===== config.mk =====
export PLATFORM = sky130hd
export DESIGN_NAME = block_probability_normalizer
export DESIGN_NICKNAME = d
export VERILOG_FILES = /design/src/hdl/bpn_pkg.sv /design/src/hdl/block_probability_normalizer.sv
export VERILOG_INCLUDE_DIRS = /design/src /design/src/hdl
export SDC_FILE = /design/constraint.sdc
export NUM_CORES = 1
export LEC_CHECK = 0
export BUFFER_PORTS_ARGS = -buffer_cell sky130_fd_sc_hd__clkbuf_2
export CAP_MARGIN = 10
export CORE_MARGIN = 2
export CORE_UTILIZATION = 47
export CTS_CLUSTER_DIAMETER = 50
export CTS_CLUSTER_SIZE = 10
export DETAILED_ROUTE_END_ITERATION = 8
export HOLD_SLACK_MARGIN = 0.02
export PLACE_DENSITY_LB_ADDON = 0.1
export SLEW_MARGIN = 0
export SYNTH_ARGS = -nofsm -noshare
export SYNTH_HDL_FRONTEND = slang
export SYNTH_SLANG_ARGS = --single-unit

===== constraint.sdc =====
create_clock -name clk -period 11.3 [get_ports clk]
set_clock_uncertainty 0.1 [all_clocks]
set_input_delay 1.13 -clock clk [delete_from_list [all_inputs] [get_ports clk]]
set_output_delay 1.13 -clock clk [all_outputs]
set_load 0.01 [all_outputs]

===== src/hdl/block_probability_normalizer_defines.svh =====
// Assertion macros for the block probability normalizer.
`ifndef BLOCK_PROBABILITY_NORMALIZER_DEFINES_SVH
`define BLOCK_PROBABILITY_NORMALIZER_DEFINES_SVH

`ifndef SYNTHESIS

// Same-cycle implication, checked out of reset
`define BPN_ASSERT_SAME(label, clk, rst, ante, cons) \
  label: assert property (@(posedge clk) disable iff (rst) (ante) |-> (cons)) \
    else $error("bpn assertion failed");

// Next-cycle implication, checked out of reset
`define BPN_ASSERT_NEXT(label, clk, rst, ante, cons) \
  label: assert property (@(posedge clk) disable iff (rst) (ante) |=> (cons)) \
    else $error("bpn assertion failed");

`else

`define BPN_ASSERT_SAME(label, clk, rst, ante, cons)
`define BPN_ASSERT_NEXT(label, clk, rst, ante, cons)

`endif

`endif


===== src/hdl/bpn_pkg.sv =====
// Shared types and constants for the block probability normalizer.
package bpn_pkg;

  localparam int MAX_BLOCK = 16;
  localparam int IDX_W     = $clog2(MAX_BLOCK);
  localparam int CNT_W     = IDX_W + 1;
  localparam int DATA_W    = 32;
  localparam int SUM_W     = 36;
  localparam int QUOT_W    = 32;
  localparam int FRAC_W    = 31;
  localparam int CFG_W     = 5;
  localparam int BITS_W    = 5;

  localparam logic [CFG_W-1:0]  BLOCK_SIZE_RESET = CFG_W'(4);
  localparam logic [CNT_W-1:0]  MAX_BLOCK_CNT    = CNT_W'(MAX_BLOCK);
  // last index of the serial quotient loop (FRAC_W steps)
  localparam logic [BITS_W-1:0] LAST_BIT         = BITS_W'(FRAC_W - 1);

  typedef enum logic [2:0] {
    ST_FILL,
    ST_LOAD,
    ST_PREP,
    ST_DIV,
    ST_EMIT
  } state_t;

endpackage


===== src/hdl/block_probability_normalizer.sv =====
// Block probability normalizer: buffers a block, then divides each value by the block sum.
//
//  channel | signals                                       | direction
//  --------+-----------------------------------------------+----------
//  cfg     | cfg_wr_en, cfg_wr_data                        | in
//  in      | in_valid, in_stall, prob_value                | in
//  out     | out_valid, out_stall, cond_value, block_last, | out
//          | zero_sum                                      |
//
// While a block fills, in_stall is low and every valid value is taken.
// Once a block closes, each buffered value goes through buffer read, setup,
// 31 steps of the one-bit-per-cycle restoring divider, and one output load.
// A zero-sum block skips the divider. No input is taken while a block drains.
// An output stall holds the divider in its output-load state.
// Reset (rst, synchronous) restores block_size to 4 and empties the open block.
`include "block_probability_normalizer_defines.svh"

module block_probability_normalizer (
  input  logic                         clk,
  input  logic                         rst,
  input  logic                         cfg_wr_en,
  input  logic [bpn_pkg::CFG_W-1:0]    cfg_wr_data,
  input  logic                         in_valid,
  output logic                         in_stall,
  input  logic [bpn_pkg::DATA_W-1:0]   prob_value,
  output logic                         out_valid,
  input  logic                         out_stall,
  output logic [bpn_pkg::QUOT_W-1:0]   cond_value,
  output logic                         block_last,
  output logic                         zero_sum
);
  import bpn_pkg::*;

  state_t state, state_next;

  logic [CFG_W-1:0]  block_size;
  logic [CNT_W-1:0]  eff_size;
  logic [CNT_W-1:0]  fill_count;
  logic [CNT_W-1:0]  fill_inc;
  logic [CNT_W-1:0]  blk_len;
  logic [SUM_W-1:0]  block_sum;
  logic [DATA_W-1:0] block_buffer [MAX_BLOCK];
  logic [IDX_W-1:0]  rd_idx;
  logic [DATA_W-1:0] rd_data;
  logic [SUM_W-1:0]  rem;
  logic [SUM_W:0]    rem_sh;
  logic [SUM_W:0]    rem_diff;
  logic [SUM_W:0]    val_diff;
  logic [QUOT_W-1:0] quot;
  logic [BITS_W-1:0] bit_cnt;
  logic              sum_zero;
  logic              in_accept;
  logic              closes;
  logic              out_free;
  logic              idx_last;

  // effective block size: zero means one, larger than the buffer saturates
  always_comb begin
    priority if (block_size == '0) begin
      eff_size = CNT_W'(1);
    end else if (CNT_W'(block_size) > MAX_BLOCK_CNT) begin
      eff_size = MAX_BLOCK_CNT;
    end else begin
      eff_size = CNT_W'(block_size);
    end
  end

  assign in_accept = in_valid && !in_stall;
  assign fill_inc  = fill_count + CNT_W'(1);
  assign closes    = fill_inc >= eff_size;
  assign sum_zero  = (block_sum == '0);
  assign out_free  = !out_valid || !out_stall;
  assign idx_last  = (CNT_W'(rd_idx) + CNT_W'(1)) == blk_len;

  // divider step: shift remainder, trial subtract
  assign rem_sh   = {rem, 1'b0};
  assign rem_diff = rem_sh - {1'b0, block_sum};
  assign val_diff = {{(SUM_W + 1 - DATA_W){1'b0}}, rd_data} - {1'b0, block_sum};

  // configuration register
  always_ff @(posedge clk) begin
    if (rst) begin
      block_size <= BLOCK_SIZE_RESET;
    end else if (cfg_wr_en) begin
      block_size <= cfg_wr_data;
    end
  end

  // state register
  always_ff @(posedge clk) begin
    if (rst) begin
      state <= ST_FILL;
    end else begin
      state <= state_next;
    end
  end

  // next state and handshake
  always_comb begin
    state_next = state;
    in_stall   = (state != ST_FILL);
    unique case (state)
      ST_FILL: begin
        if (in_valid && closes) state_next = ST_LOAD;
      end
      ST_LOAD: state_next = ST_PREP;
      ST_PREP: begin
        state_next = sum_zero ? ST_EMIT : ST_DIV;
      end
      ST_DIV: begin
        if (bit_cnt == LAST_BIT) state_next = ST_EMIT;
      end
      ST_EMIT: begin
        if (out_free) state_next = idx_last ? ST_FILL : ST_LOAD;
      end
      default: state_next = ST_FILL;
    endcase
  end

  // block buffer: written on accept, read registered while draining
  always_ff @(posedge clk) begin
    if (in_accept) begin
      block_buffer[fill_count[IDX_W-1:0]] <= prob_value;
    end
    if (state == ST_LOAD) begin
      rd_data <= block_buffer[rd_idx];
    end
  end

  // fill count, running sum, read index
  always_ff @(posedge clk) begin
    if (rst) begin
      fill_count <= '0;
      block_sum  <= '0;
      rd_idx     <= '0;
      blk_len    <= '0;
    end else begin
      if (in_accept) begin
        block_sum <= block_sum + {{(SUM_W - DATA_W){1'b0}}, prob_value};
        if (closes) begin
          fill_count <= '0;
          blk_len    <= fill_inc;
          rd_idx     <= '0;
        end else begin
          fill_count <= fill_inc;
        end
      end
      if (state == ST_EMIT && out_free) begin
        if (idx_last) begin
          block_sum <= '0;
        end else begin
          rd_idx <= rd_idx + IDX_W'(1);
        end
      end
    end
  end

  // restoring divider, one quotient bit per cycle
  always_ff @(posedge clk) begin
    if (state == ST_PREP) begin
      bit_cnt <= '0;
      if (sum_zero) begin
        quot <= rd_data;
        rem  <= '0;
      end else if (!val_diff[SUM_W]) begin
        // value equals the sum: top quotient bit set
        quot <= QUOT_W'(1);
        rem  <= val_diff[SUM_W-1:0];
      end else begin
        quot <= '0;
        rem  <= {{(SUM_W - DATA_W){1'b0}}, rd_data};
      end
    end else if (state == ST_DIV) begin
      bit_cnt <= bit_cnt + BITS_W'(1);
      if (!rem_diff[SUM_W]) begin
        rem  <= rem_diff[SUM_W-1:0];
        quot <= {quot[QUOT_W-2:0], 1'b1};
      end else begin
        rem  <= rem_sh[SUM_W-1:0];
        quot <= {quot[QUOT_W-2:0], 1'b0};
      end
    end
  end

  // output register
  always_ff @(posedge clk) begin
    if (rst) begin
      out_valid <= 1'b0;
    end else if (state == ST_EMIT && out_free) begin
      out_valid <= 1'b1;
    end else if (!out_stall) begin
      out_valid <= 1'b0;
    end
  end

  always_ff @(posedge clk) begin
    if (state == ST_EMIT && out_free) begin
      cond_value <= quot;
      block_last <= idx_last;
      zero_sum   <= sum_zero;
    end
  end

  // checks; a size change can leave the open block above the new size
  `BPN_ASSERT_SAME(a_rem_below_sum, clk, rst, state == ST_DIV, rem < block_sum)
  `BPN_ASSERT_SAME(a_quot_bound, clk, rst, out_valid && !zero_sum, cond_value <= 32'h8000_0000)
  `BPN_ASSERT_SAME(a_fill_bound, clk, rst, state == ST_FILL, fill_count < MAX_BLOCK_CNT)
  `BPN_ASSERT_NEXT(a_accept_moves, clk, rst, in_accept, fill_count != '0 || state == ST_LOAD)

endmodule

* Yosys cells after proc, flatten, opt, wreduce, memory -nomap -nowiden
Memories as Yosys holds them, arrays and structs flattened. A register that Yosys moved wholly into a read port is not among the register bits.
Cells that the tools add are included.
** Operators by class
- Mux-type cells :: 30
- Add/subtract/negate cells :: 7
- Eq/ne operators :: 10
- Reductions and logical operators :: 14
- Shift-type cells :: 0
- $mul :: 0
- Magnitude comparators :: 2
- Bitwise gates (word level) :: 0
- Div/mod/pow operators :: 0
** Operators by type and width (number)
- $mux W36 :: 8
- $mux W32 :: 3
- $sub A32 B36 Y37 :: 1
- $sub A37 B36 Y37 :: 1
- $add A36 B32 Y36 :: 1
- $logic_not A36 Y1 :: 1
- $mux W4 :: 4
- $mux W5 :: 3
- $pmux W3 S5 :: 1
- $mux W3 :: 4
- $add A5 B1 Y5 const B :: 2
- $mux W1 :: 7
- $eq A3 B2 Y1 const B :: 2
- $ne A2 B2 Y1 const B :: 3
- $add A4 B1 Y5 const B :: 1
- $eq A5 B5 Y1 :: 1
- $eq A5 B5 Y1 const B :: 1
- $ge A5 B5 Y1 :: 1
- $gt A5 B5 Y1 const B :: 1
- $logic_not A5 Y1 :: 1
- $add A4 B1 Y4 const B :: 1
- $eq A3 B1 Y1 const B :: 1
- $eq A3 B3 Y1 const B :: 1
- $logic_and A1 B1 Y1 :: 3
- other kinds (8) :: 10
** Word-level totals
- Latch bits :: 0
- Input port bits :: 42
- Memories :: 1
- Memory bits (read-only) :: 0
- Bits in writable memories :: 512
- Output and inout bits :: 36
- Register bits :: 166
- Logic and storage cells :: 77
** Memory list
- block_buffer :: words 16, width 32, read ports 1, clocked after Yosys merged registers in 1, write ports 1, RTL line block_probability_normalizer.sv:42 : logic [DATA_W-1:0] block_buffer [MAX_BLOCK];

* Logic depth before layout (Yosys ltp)
Gate-level depths: netlist of run 1.
- Depth in word-level cells :: 8
- Mapped depth :: 14
- Depth with buffers taken out :: 14

* Worst setup path before layout of run 1
No wires, ideal clock.
- Path type :: input port to flip-flop
- Start point :: input in_valid
- End point :: memory block_buffer[0][0], enable pin
- Data required time :: 10.739 ns
- Setup slack :: 6.775 ns
- Data arrival time :: 3.964 ns
- Library setup time :: 0.461 ns
- Buffers on the path :: 1
- Stages :: 4
- Cell sequence :: and2_0 > clkbuf_1 > nand2_1 > nor3_1
** Between the ends
- Longest elaborated chain between the ends :: 3
** RTL lines
- from (decl) :: RTL line block_probability_normalizer.sv:23 : input logic in_valid,
- $logic_and A1 B1 Y1 :: RTL line block_probability_normalizer.sv:68 : assign in_accept = in_valid && !in_stall;
- $mux W1 :: RTL line block_probability_normalizer.sv:122 : if (in_accept) begin
- $mux W1 (not written as such) :: RTL line block_probability_normalizer.sv:123 : block_buffer[fill_count[IDX_W-1:0]] <= prob_value;
- to (decl) :: RTL line block_probability_normalizer.sv:42
Every way passes these cells.

* Final worst setup path of run 1
- Start point :: register block_sum[0]
- End point :: register rem[21], data pin
** Between the ends
- Longest elaborated chain between the ends :: 4
- Elaborated cells on any way between the ends :: 8
- Those cells by class :: add/sub: 2; mux: 5; reduce/logical: 1
** RTL lines
- from (decl) :: RTL line block_probability_normalizer.sv:41 : logic [SUM_W-1:0] block_sum;
- from (signal assigned) :: RTL line block_probability_normalizer.sv:139 : block_sum <= block_sum + {{(SUM_W - DATA_W){1'b0}}, prob_value};
- $sub A37 B36 Y37 or $sub A32 B36 Y37 (tied branches) :: RTL line block_probability_normalizer.sv:77, block_probability_normalizer.sv:78
- $mux W36 (on tied branches) :: RTL line block_probability_normalizer.sv:175, block_probability_normalizer.sv:165
- $mux W36 (on tied branches) :: RTL line block_probability_normalizer.sv:173, block_probability_normalizer.sv:162
- $mux W36 (*) :: RTL line block_probability_normalizer.sv:160 : if (state == ST_PREP) begin
- to (signal assigned) :: RTL line block_probability_normalizer.sv:171 : rem <= {{(SUM_W - DATA_W){1'b0}}, rd_data};
- to (signal assigned) :: RTL line block_probability_normalizer.sv:176 : rem <= rem_diff[SUM_W-1:0];
- to (signal assigned) :: RTL line block_probability_normalizer.sv:179 : rem <= rem_sh[SUM_W-1:0];
- to (decl) :: RTL line block_probability_normalizer.sv:45 : logic [SUM_W-1:0] rem;
Mark *: on every way between the ends. The rest lies on a longest branch, timed or not. The select of a mux whose other input is x is not followed.
A chain may end at the register's enable or synchronous reset.

==> key figures, run 1 <==
STA
  – Setup tns final: 0 ns
  – Final hold violation count: 0
  – Hold WS: 0.346 ns
  – RSZ-0062 raised after global routing: no
  – Final setup margin: 7.02 ns
  – Slew Limit Headroom: 0.319
  – Fmax: 234 MHz
  – Slew Viols, Final: 0
  – Tmin final: 4.28 ns
  – Final period util: 0.379
  – Tightest Pin Transition: 1.02 ns
  – Finish-stage setup viols: 0

Route
  – Total wire length: 79,600 µm
  – Top layer in use: met5
  – Met2 WL post-DR: 38,500 µm
  – Vias: 19.5k
  – Starting DRT DRC Count: 1,610
  – Via density per instance: 5.87
  – M1 wire length: 35,700 µm
  – WL met3: 3730 µm
  – Post-route ant nets: 0
  – Drt wl/cell: 24.0 µm
  – Total iterations of the first detailed-routing run: 5
  – DRC: 0

Place
  – Post-DP Area: 34,200 µm²
  – Worst slack, placed: 6.84 ns
  – RD Place Congestion: 0.891
  – Placed Instances: 3,167
  – Port buffer count: 77
  – Hpwl dp: 48,900 µm

Floorplan
  – Die ar.: 71,400 µm²
  – Core ar.: 68,600 µm²
  – Die height: 267 µm
  – Initial core utilization: 0.475
  – Die Wd: 267 µm
  – # rows: 96
  – Ports: 78

Clock tree
  – Cts bufs inserted: 93
  – Setup Buffers After CTS: 0
  – Reg clk slew, reported paths: 0.05 ns
  – Clock sink total: 710
  – Post-CTS sizing: 0
  – CTS Hold Bufs: 0
  – H-tree Lvls: 3
  – Clock buffer depth: 3
  – TritonCTS clock tree: yes
  – CTS root buffer: clkbuf_16
  – Clock latency at the later pin of the worst-skew pair: 0.65 ns

Logic synthesis
  – Synth Area in Compound Gates: 0.0846
  – Post-synthesis average cell area: 14.7 µm²
  – Post-Synth Simple-Gate Area: 0.0692
  – Adder-Cell Fraction of Synth Area: 0.0445
  – Yosys Warn Count: 0
  – Post-synthesis mux area share: 0.124
  – Cell count after synthesis: 2,216
  – Seq/Total Area, Yosys: 0.635
  – Fraction of registers with async set/reset: 0
  – Synth Cell Area: 32,600 µm²
  – Synth Flop Type: edfxtp_1
  – Post-synth EDFFs: 646
  – Unique masters post-synth: 74
  – Main combinational cell family by area after synthesis: multiplexers
  – Synthesized Nets: 2,372
  – Post-Synth XOR/XNOR Area: 0.0244
  – Flops & latches, synth: 710

Finish
  – Layout cells sized above 1: 0.184
  – Nets: 2,487
  – Post-route insts no fill: 3,316
  – Diode count: 0
  – Commonest cells after routing, fill and taps aside: edfxtp_1 (646), nand2_1 (172), mux4_2 (160)
  – Most common cell after layout, fill and taps aside: edfxtp_1
  – # fillers: 5,588
  – Final instance area: 37,000 µm²
  – Layout area overhead: 13.7%

Pwr
  – Gate power share: 0.143
  – Seq pwr share: 0.449
  – Switch Pwr: 0.00175 W
  – Int Power: 0.00496 W
  – Worst vdd ir: 0.000131 V
  – Power Density: 181 nW/µm²
  – Leak: 12.4 nW
  – Net Sw Frac: 0.261
  – Clock share of power: 0.407

Job
  – Max cap viols: 0

Setup path
  – Worst Setup End Kind: register
  – FF-to-FF setup slack: 7.02 ns
  – CP cell instances: ha_1 -> fa_1 -> nand2b_1 -> a211o_1 -> a21oi_1 -> o21a_1 -> a211oi_1 -> o31ai_1 -> nand2_2 -> buf_4 -> nor4_1 -> a21oi_1 -> o22ai_1
  – Crit path kind: reg -> reg
  – R2R cell count: 13
  – Critical Path AT: 4.64 ns
  – Startpoint Class: register
  – Crit Reg-Reg Startpoint: block_sum[0]$_SDFF_PP0_
  – Worst reg2reg endpoint: rem[21]$_DFFE_PP_
  – Critical path data required time: 11.66 ns
  – Critical path fanouts, max: 60
  – CP max stage cell: o31ai_1
  – Max incr delay on CP: 0.47 ns
  – Crit-path most repeated cell: a21oi_1

Hold path
  – Critical hold path startpoint: quot[24]$_DFFE_PP_
  – Worst Hold Path EP: cond_value[24]$_DFFE_PP_
  – Hold Crit Depth: 0
  – Kind of path behind the tightest hold check: reg -> reg

Global routing
  – Vias in the first global route: 19.5k
  – Largest net degree at the start of global routing: 72
  – Antenna violations before repair: 5
  – Global-route wire length before repair: 120,000 µm
  – GR Util All Layers: 0.226
  – GRT Residual Overflow: 0

Status
  – Status: finished, final reports clean
per-layer routing:
layer  up-vias  GRT usage
met4         4     0.0577
met5         -          0
met2       480      0.372
met3       118     0.0332
met1      9948      0.318
li1       8908          -
power groups by stage:
stage | sequential, W | clock [W] | combinational, W
2_1_floorplan | 0.00304 | 0 | 0.000706
3_3_place_gp | 0.00307 | 0 | 0.000935
3_5_place_dp | 0.00307 | 0 | 0.000947
4_1_cts | 0.00302 | 0.00279 | 0.000955
5_1_grt | 0.00302 | 0.00289 | 0.00107
6_report | 0.00302 | 0.00274 | 0.000962
flip-flops by register name (all words and copies together), names as in the netlist, 3 cells and up:
signal and count:
state 3, block_sum 36, block_buffer 512, fill_count 5, rd_data 32, block_size 5
quot 32, rem 36, cond_value 32, bit_cnt 5, rd_idx 4, blk_len 5
worst max-delay path: cells and delay by family (launching register included):
kind | cells | cell delay (ns)
adders and majority gates | 2 | 0.70
and+or+nand+nor | 3 | 0.59
buffers and inverters | 1 | 0.34
AOI/OAI and AO/OA | 7 | 1.89
DFF | 1 | 0.43
worst max-delay path by stage:
stage	from	slack [ns]	to
finish	block_sum[0]$_SDFF_PP0_	7.02	rem[21]$_DFFE_PP_
global route	block_sum[0]$_SDFF_PP0_	6.76	rem[29]$_DFFE_PP_
CTS	block_sum[0]$_SDFF_PP0_	7.05	rem[29]$_DFFE_PP_
detailed placement	prob_value[0]	6.84	block_sum[34]$_SDFF_PP0_
global placement	prob_value[0]	6.84	block_sum[34]$_SDFF_PP0_
floorplan	in_valid	6.78	block_buffer[0][0]$_DFFE_PP_
cells by family (layout without fill, tap and decap cells):
family,after synthesis,count (layout)
compound gates,443,443
fa+ha+maj,114,114
buf+inv,152,321
xor+xnor,90,90
flops,710,710
mux,204,204
simple gates,503,503
Yosys cell counts, drive strengths merged, types with 29 or more instances:
master | number | share of area
a21o | 36 | 0.0083
a21oi | 150 | 0.023
clkbuf | 66 | 0.0076
dfxtp | 64 | 0.039
edfxtp | 646 | 0.60
ha | 111 | 0.043
inv | 59 | 0.0068
mux2i | 42 | 0.013
mux4 | 160 | 0.11
nand2 | 174 | 0.020
nand3 | 35 | 0.0054
nor2 | 159 | 0.018
nor3 | 34 | 0.0052
o21ai | 103 | 0.016
o22ai | 29 | 0.0058
xnor2 | 52 | 0.014
xor2 | 38 | 0.010
per-stage QoR:
stage / util / total power, W
global route: 0.540 / 0.00698
CTS: 0.540 / 0.00676
global placement: 0.498 / 0.00400
floorplan: - / 0.00375
detailed placement: 0.498 / 0.00402
finish: 0.540 / 0.00672
layout make-up:
type	instances	area [µm²]	share of cell area
clock buffer	121	2520	0.0680
clock inverter	28	325	0.00879
inverter	60	225	0.00608
multi-input combinational	1354	11500	0.309
sequential	710	20700	0.559
tap	931	1160	0.0315
timing repair buffer	112	648	0.0175
(Power assumes the default switching activity.)
==> inputs of run 2 (changes only) <==
==> constraint.sdc (replaced) <==
create_clock -name clk -period 3.9 [get_ports clk]
set_clock_uncertainty 0.1 [all_clocks]
set_input_delay 0.39 -clock clk [delete_from_list [all_inputs] [get_ports clk]]
set_output_delay 0.39 -clock clk [all_outputs]
set_load 0.01 [all_outputs]
==> run 2 against run 1 <==
Effect of this change: core utilization up 0.91 points; clock power grew to 3.0 times the previous value; global-route usage rose by 0.39 points; sequential share of layout area decreased by 0.93 points; critical endpoint is now rem[35]$_DFFE_PP_.
==> key figures, run 2 (same netlist as run 1, synthesis figures left out) <==
Status
  – Status: finished, final reports clean (unchanged)

Setup path
  – Crit path kind: reg -> reg (unchanged)
  – Startpoint Class: register (unchanged)
  – CP max stage cell: a211oi_1 (was o31ai_1)
  – Critical path data required time: 4.16 ns (was 11.66 ns)
  – Critical path fanouts, max: 6 (was 60)
  – Worst Setup End Kind: register (unchanged)
  – Max incr delay on CP: 0.59 ns (was 0.47 ns)
  – FF-to-FF setup slack: 0.25 ns (was 7.02 ns)
  – Critical Path AT: 3.90 ns (was 4.64 ns)
  – R2R cell count: 10 (was 13)
  – CP cell instances: ha_1 -> nand2_1 -> o21ai_0 -> nor2_1 -> a211oi_1 -> o32ai_2 -> o21ai_1 -> a41oi_1 -> o21ai_0 -> o21ai_1 (was ha_1 -> fa_1 -> nand2b_1 -> a211o_1 -> a21oi_1 -> o21a_1 -> a211oi_1 -> o31ai_1 -> nand2_2 -> buf_4 -> nor4_1 -> a21oi_1 -> o22ai_1)

Finish
  – Nets: 2,539 (was 2,487)
  – Layout cells sized above 1: 0.196 (was 0.184)
  – Most common cell after layout, fill and taps aside: edfxtp_1 (unchanged)
  – Layout area overhead: 15.6% (was 13.7%)
  – Post-route insts no fill: 3,365 (was 3,316)
  – Commonest cells after routing, fill and taps aside: edfxtp_1 (646), nand2_1 (172), mux4_2 (160) (unchanged)
  – Max reg flops: 512 (unchanged)
  – Diode count: 0 (unchanged)

Place
  – RD Place Congestion: 0.899 (was 0.891)
  – Placed Instances: 3,205 (was 3,167)
  – Port buffer count: 77 (unchanged)
  – Hpwl dp: 52,200 µm (was 48,900 µm)

Pwr
  – Net Sw Frac: 0.255 (was 0.261)
  – Worst vdd ir: 0.000353 V (was 0.000131 V)
  – Power Density: 525 nW/µm² (was 181 nW/µm²)
  – Switch Pwr: 0.00503 W (was 0.00175 W)
  – Int Power: 0.0147 W (was 0.00496 W)
  – Seq pwr share: 0.441 (was 0.449)
  – Clock share of power: 0.409 (was 0.407)
  – Gate power share: 0.150 (was 0.143)
  – Leak: 12.7 nW (was 12.4 nW)

Route
  – Via density per instance: 5.83 (was 5.87)
  – DRC: 0 (unchanged)
  – Total wire length: 80,900 µm (was 79,600 µm)
  – Post-route ant nets: 0 (unchanged)
  – Total iterations of the first detailed-routing run: 5 (unchanged)
  – Drt wl/cell: 24.0 µm (about the same)
  – Starting DRT DRC Count: 1,495 (was 1,610)
  – Vias: 19.6k (was 19.5k)

Clock tree
  – Clock latency at the later pin of the worst-skew pair: 0.63 ns (was 0.65 ns)
  – H-tree Lvls: 3 (unchanged)
  – Cts bufs inserted: 93 (unchanged)
  – CTS root buffer: clkbuf_16 (unchanged)
  – TritonCTS clock tree: yes (unchanged)
  – Reg clk slew, reported paths: 0.05 ns (about the same)
  – Clock buffer depth: 3 (unchanged)
  – Clock sink total: 710 (unchanged)

Floorplan
  – Ports: 78 (unchanged)
  – Die Wd: 267 µm (unchanged)
  – Initial core utilization: 0.475 (unchanged)
  – Die height: 267 µm (unchanged)
  – Core ar.: 68,600 µm² (unchanged)
  – # rows: 96 (unchanged)
  – Die ar.: 71,400 µm² (unchanged)

Hold path
  – Hold Crit Depth: 3 (was 0)
  – Kind of path behind the tightest hold check: in -> reg (was reg -> reg)

Global routing
  – Antenna violations before repair: 6 (was 5)
  – GR Util All Layers: 0.230 (was 0.226)
  – Vias in the first global route: 19.6k (was 19.5k)
  – Largest net degree at the start of global routing: 130 (was 72)
  – GRT Residual Overflow: 0 (unchanged)
  – Global-route wire length before repair: 121,000 µm (was 120,000 µm)

STA
  – Final hold violation count: 0 (unchanged)
  – Slew Limit Headroom: 0.326 (was 0.319)
  – Tmin final: 3.65 ns (was 4.28 ns)
  – Finish-stage setup viols: 0 (unchanged)
  – Final period util: 0.936 (was 0.379)
  – Setup tns final: 0 ns (unchanged)
  – Slew Viols, Final: 0 (unchanged)
  – Tightest Pin Transition: 1.01 ns (was 1.02 ns)
  – RSZ-0062 raised after global routing: no (unchanged)
  – Fmax: 274 MHz (was 234 MHz)

Job
  – Max cap viols: 0 (unchanged)
==> run 2: path summary, 6_finish.rpt <==
path	to	start
worst max register to register	rem[35]$_DFFE_PP_	rd_data[8]$_DFFE_PP_
worst min-delay path	block_size[3]$_SDFFE_PP0P_	cfg_wr_en
worst min register to register	cond_value[26]$_DFFE_PP_	quot[26]$_DFFE_PP_
worst max-delay path	rem[35]$_DFFE_PP_	rd_data[8]$_DFFE_PP_
==> run 2: per-stage QoR <==
| step | hold slack [ns] | utilization | cell area (µm²) | worst slack, ns | total power (W) |
|---|---|---|---|---|---|
| 6_report | 0.0456 | 0.549 | 37600 | 0.251 | 0.0198 |
| 3_3_place_gp | 0.335 | 0.505 | 34600 | 0.192 | 0.0117 |
| 2_1_floorplan | 0.300 | - | 32600 | 0.0175 | 0.0109 |
| 3_5_place_dp | 0.333 | 0.505 | 34600 | 0.167 | 0.0118 |
| 5_1_grt | 0.0440 | 0.549 | 37600 | 0.0443 | 0.0206 |
| 4_1_cts | 0.0201 | 0.548 | 37600 | 0.146 | 0.0199 |
==> run 2: cell type report <==
class | instances | area (µm²)
Clock buffer | 118 | 2510
Inverter | 60 | 225
Tap cell | 931 | 1160
Clock inverter | 28 | 378
Sequential cell | 710 | 20700
Fill cell | 5581 | 30900
Timing Repair Buffer | 164 | 1200
Multi-Input combinational cell | 1354 | 11500
==> run 2: layer usage <==
metal  vias to the layer above  share of wire  GRT usage
met2                       519           0.49      0.377
met5                         -        0.00065          0
met4                         8          0.016     0.0562
met3                        93          0.053     0.0347
met1                      9990           0.44      0.325
li1                       9013              -          -
==> run 2: critical path: cells and delay by family, from the launching register on <==
kind                       cells  cell delay (ns)
AOI/OAI and AO/OA              7             2.08
DFF                            1             0.55
adders and majority gates      1             0.46
and+or+nand+nor                2             0.18
==> run 2: power groups by stage <==
| stage | clock, W | combinational (W) | sequential, W |
|---|---|---|---|
| 4_1_cts | 0.00827 | 0.00294 | 0.00872 |
| 3_5_place_dp | 0 | 0.00291 | 0.00887 |
| 3_3_place_gp | 0 | 0.00288 | 0.00886 |
| 5_1_grt | 0.00855 | 0.00328 | 0.00874 |
| 2_1_floorplan | 0 | 0.00205 | 0.00881 |
| 6_report | 0.00809 | 0.00296 | 0.00872 |
==> run 2: timing repair <==
action                                  CTS  global route
hold buffers                             11             0
endpoints found under the setup margin    0             3
resized for setup                         0             1
endpoints found under the hold margin     9             0
setup buffers                             0             3
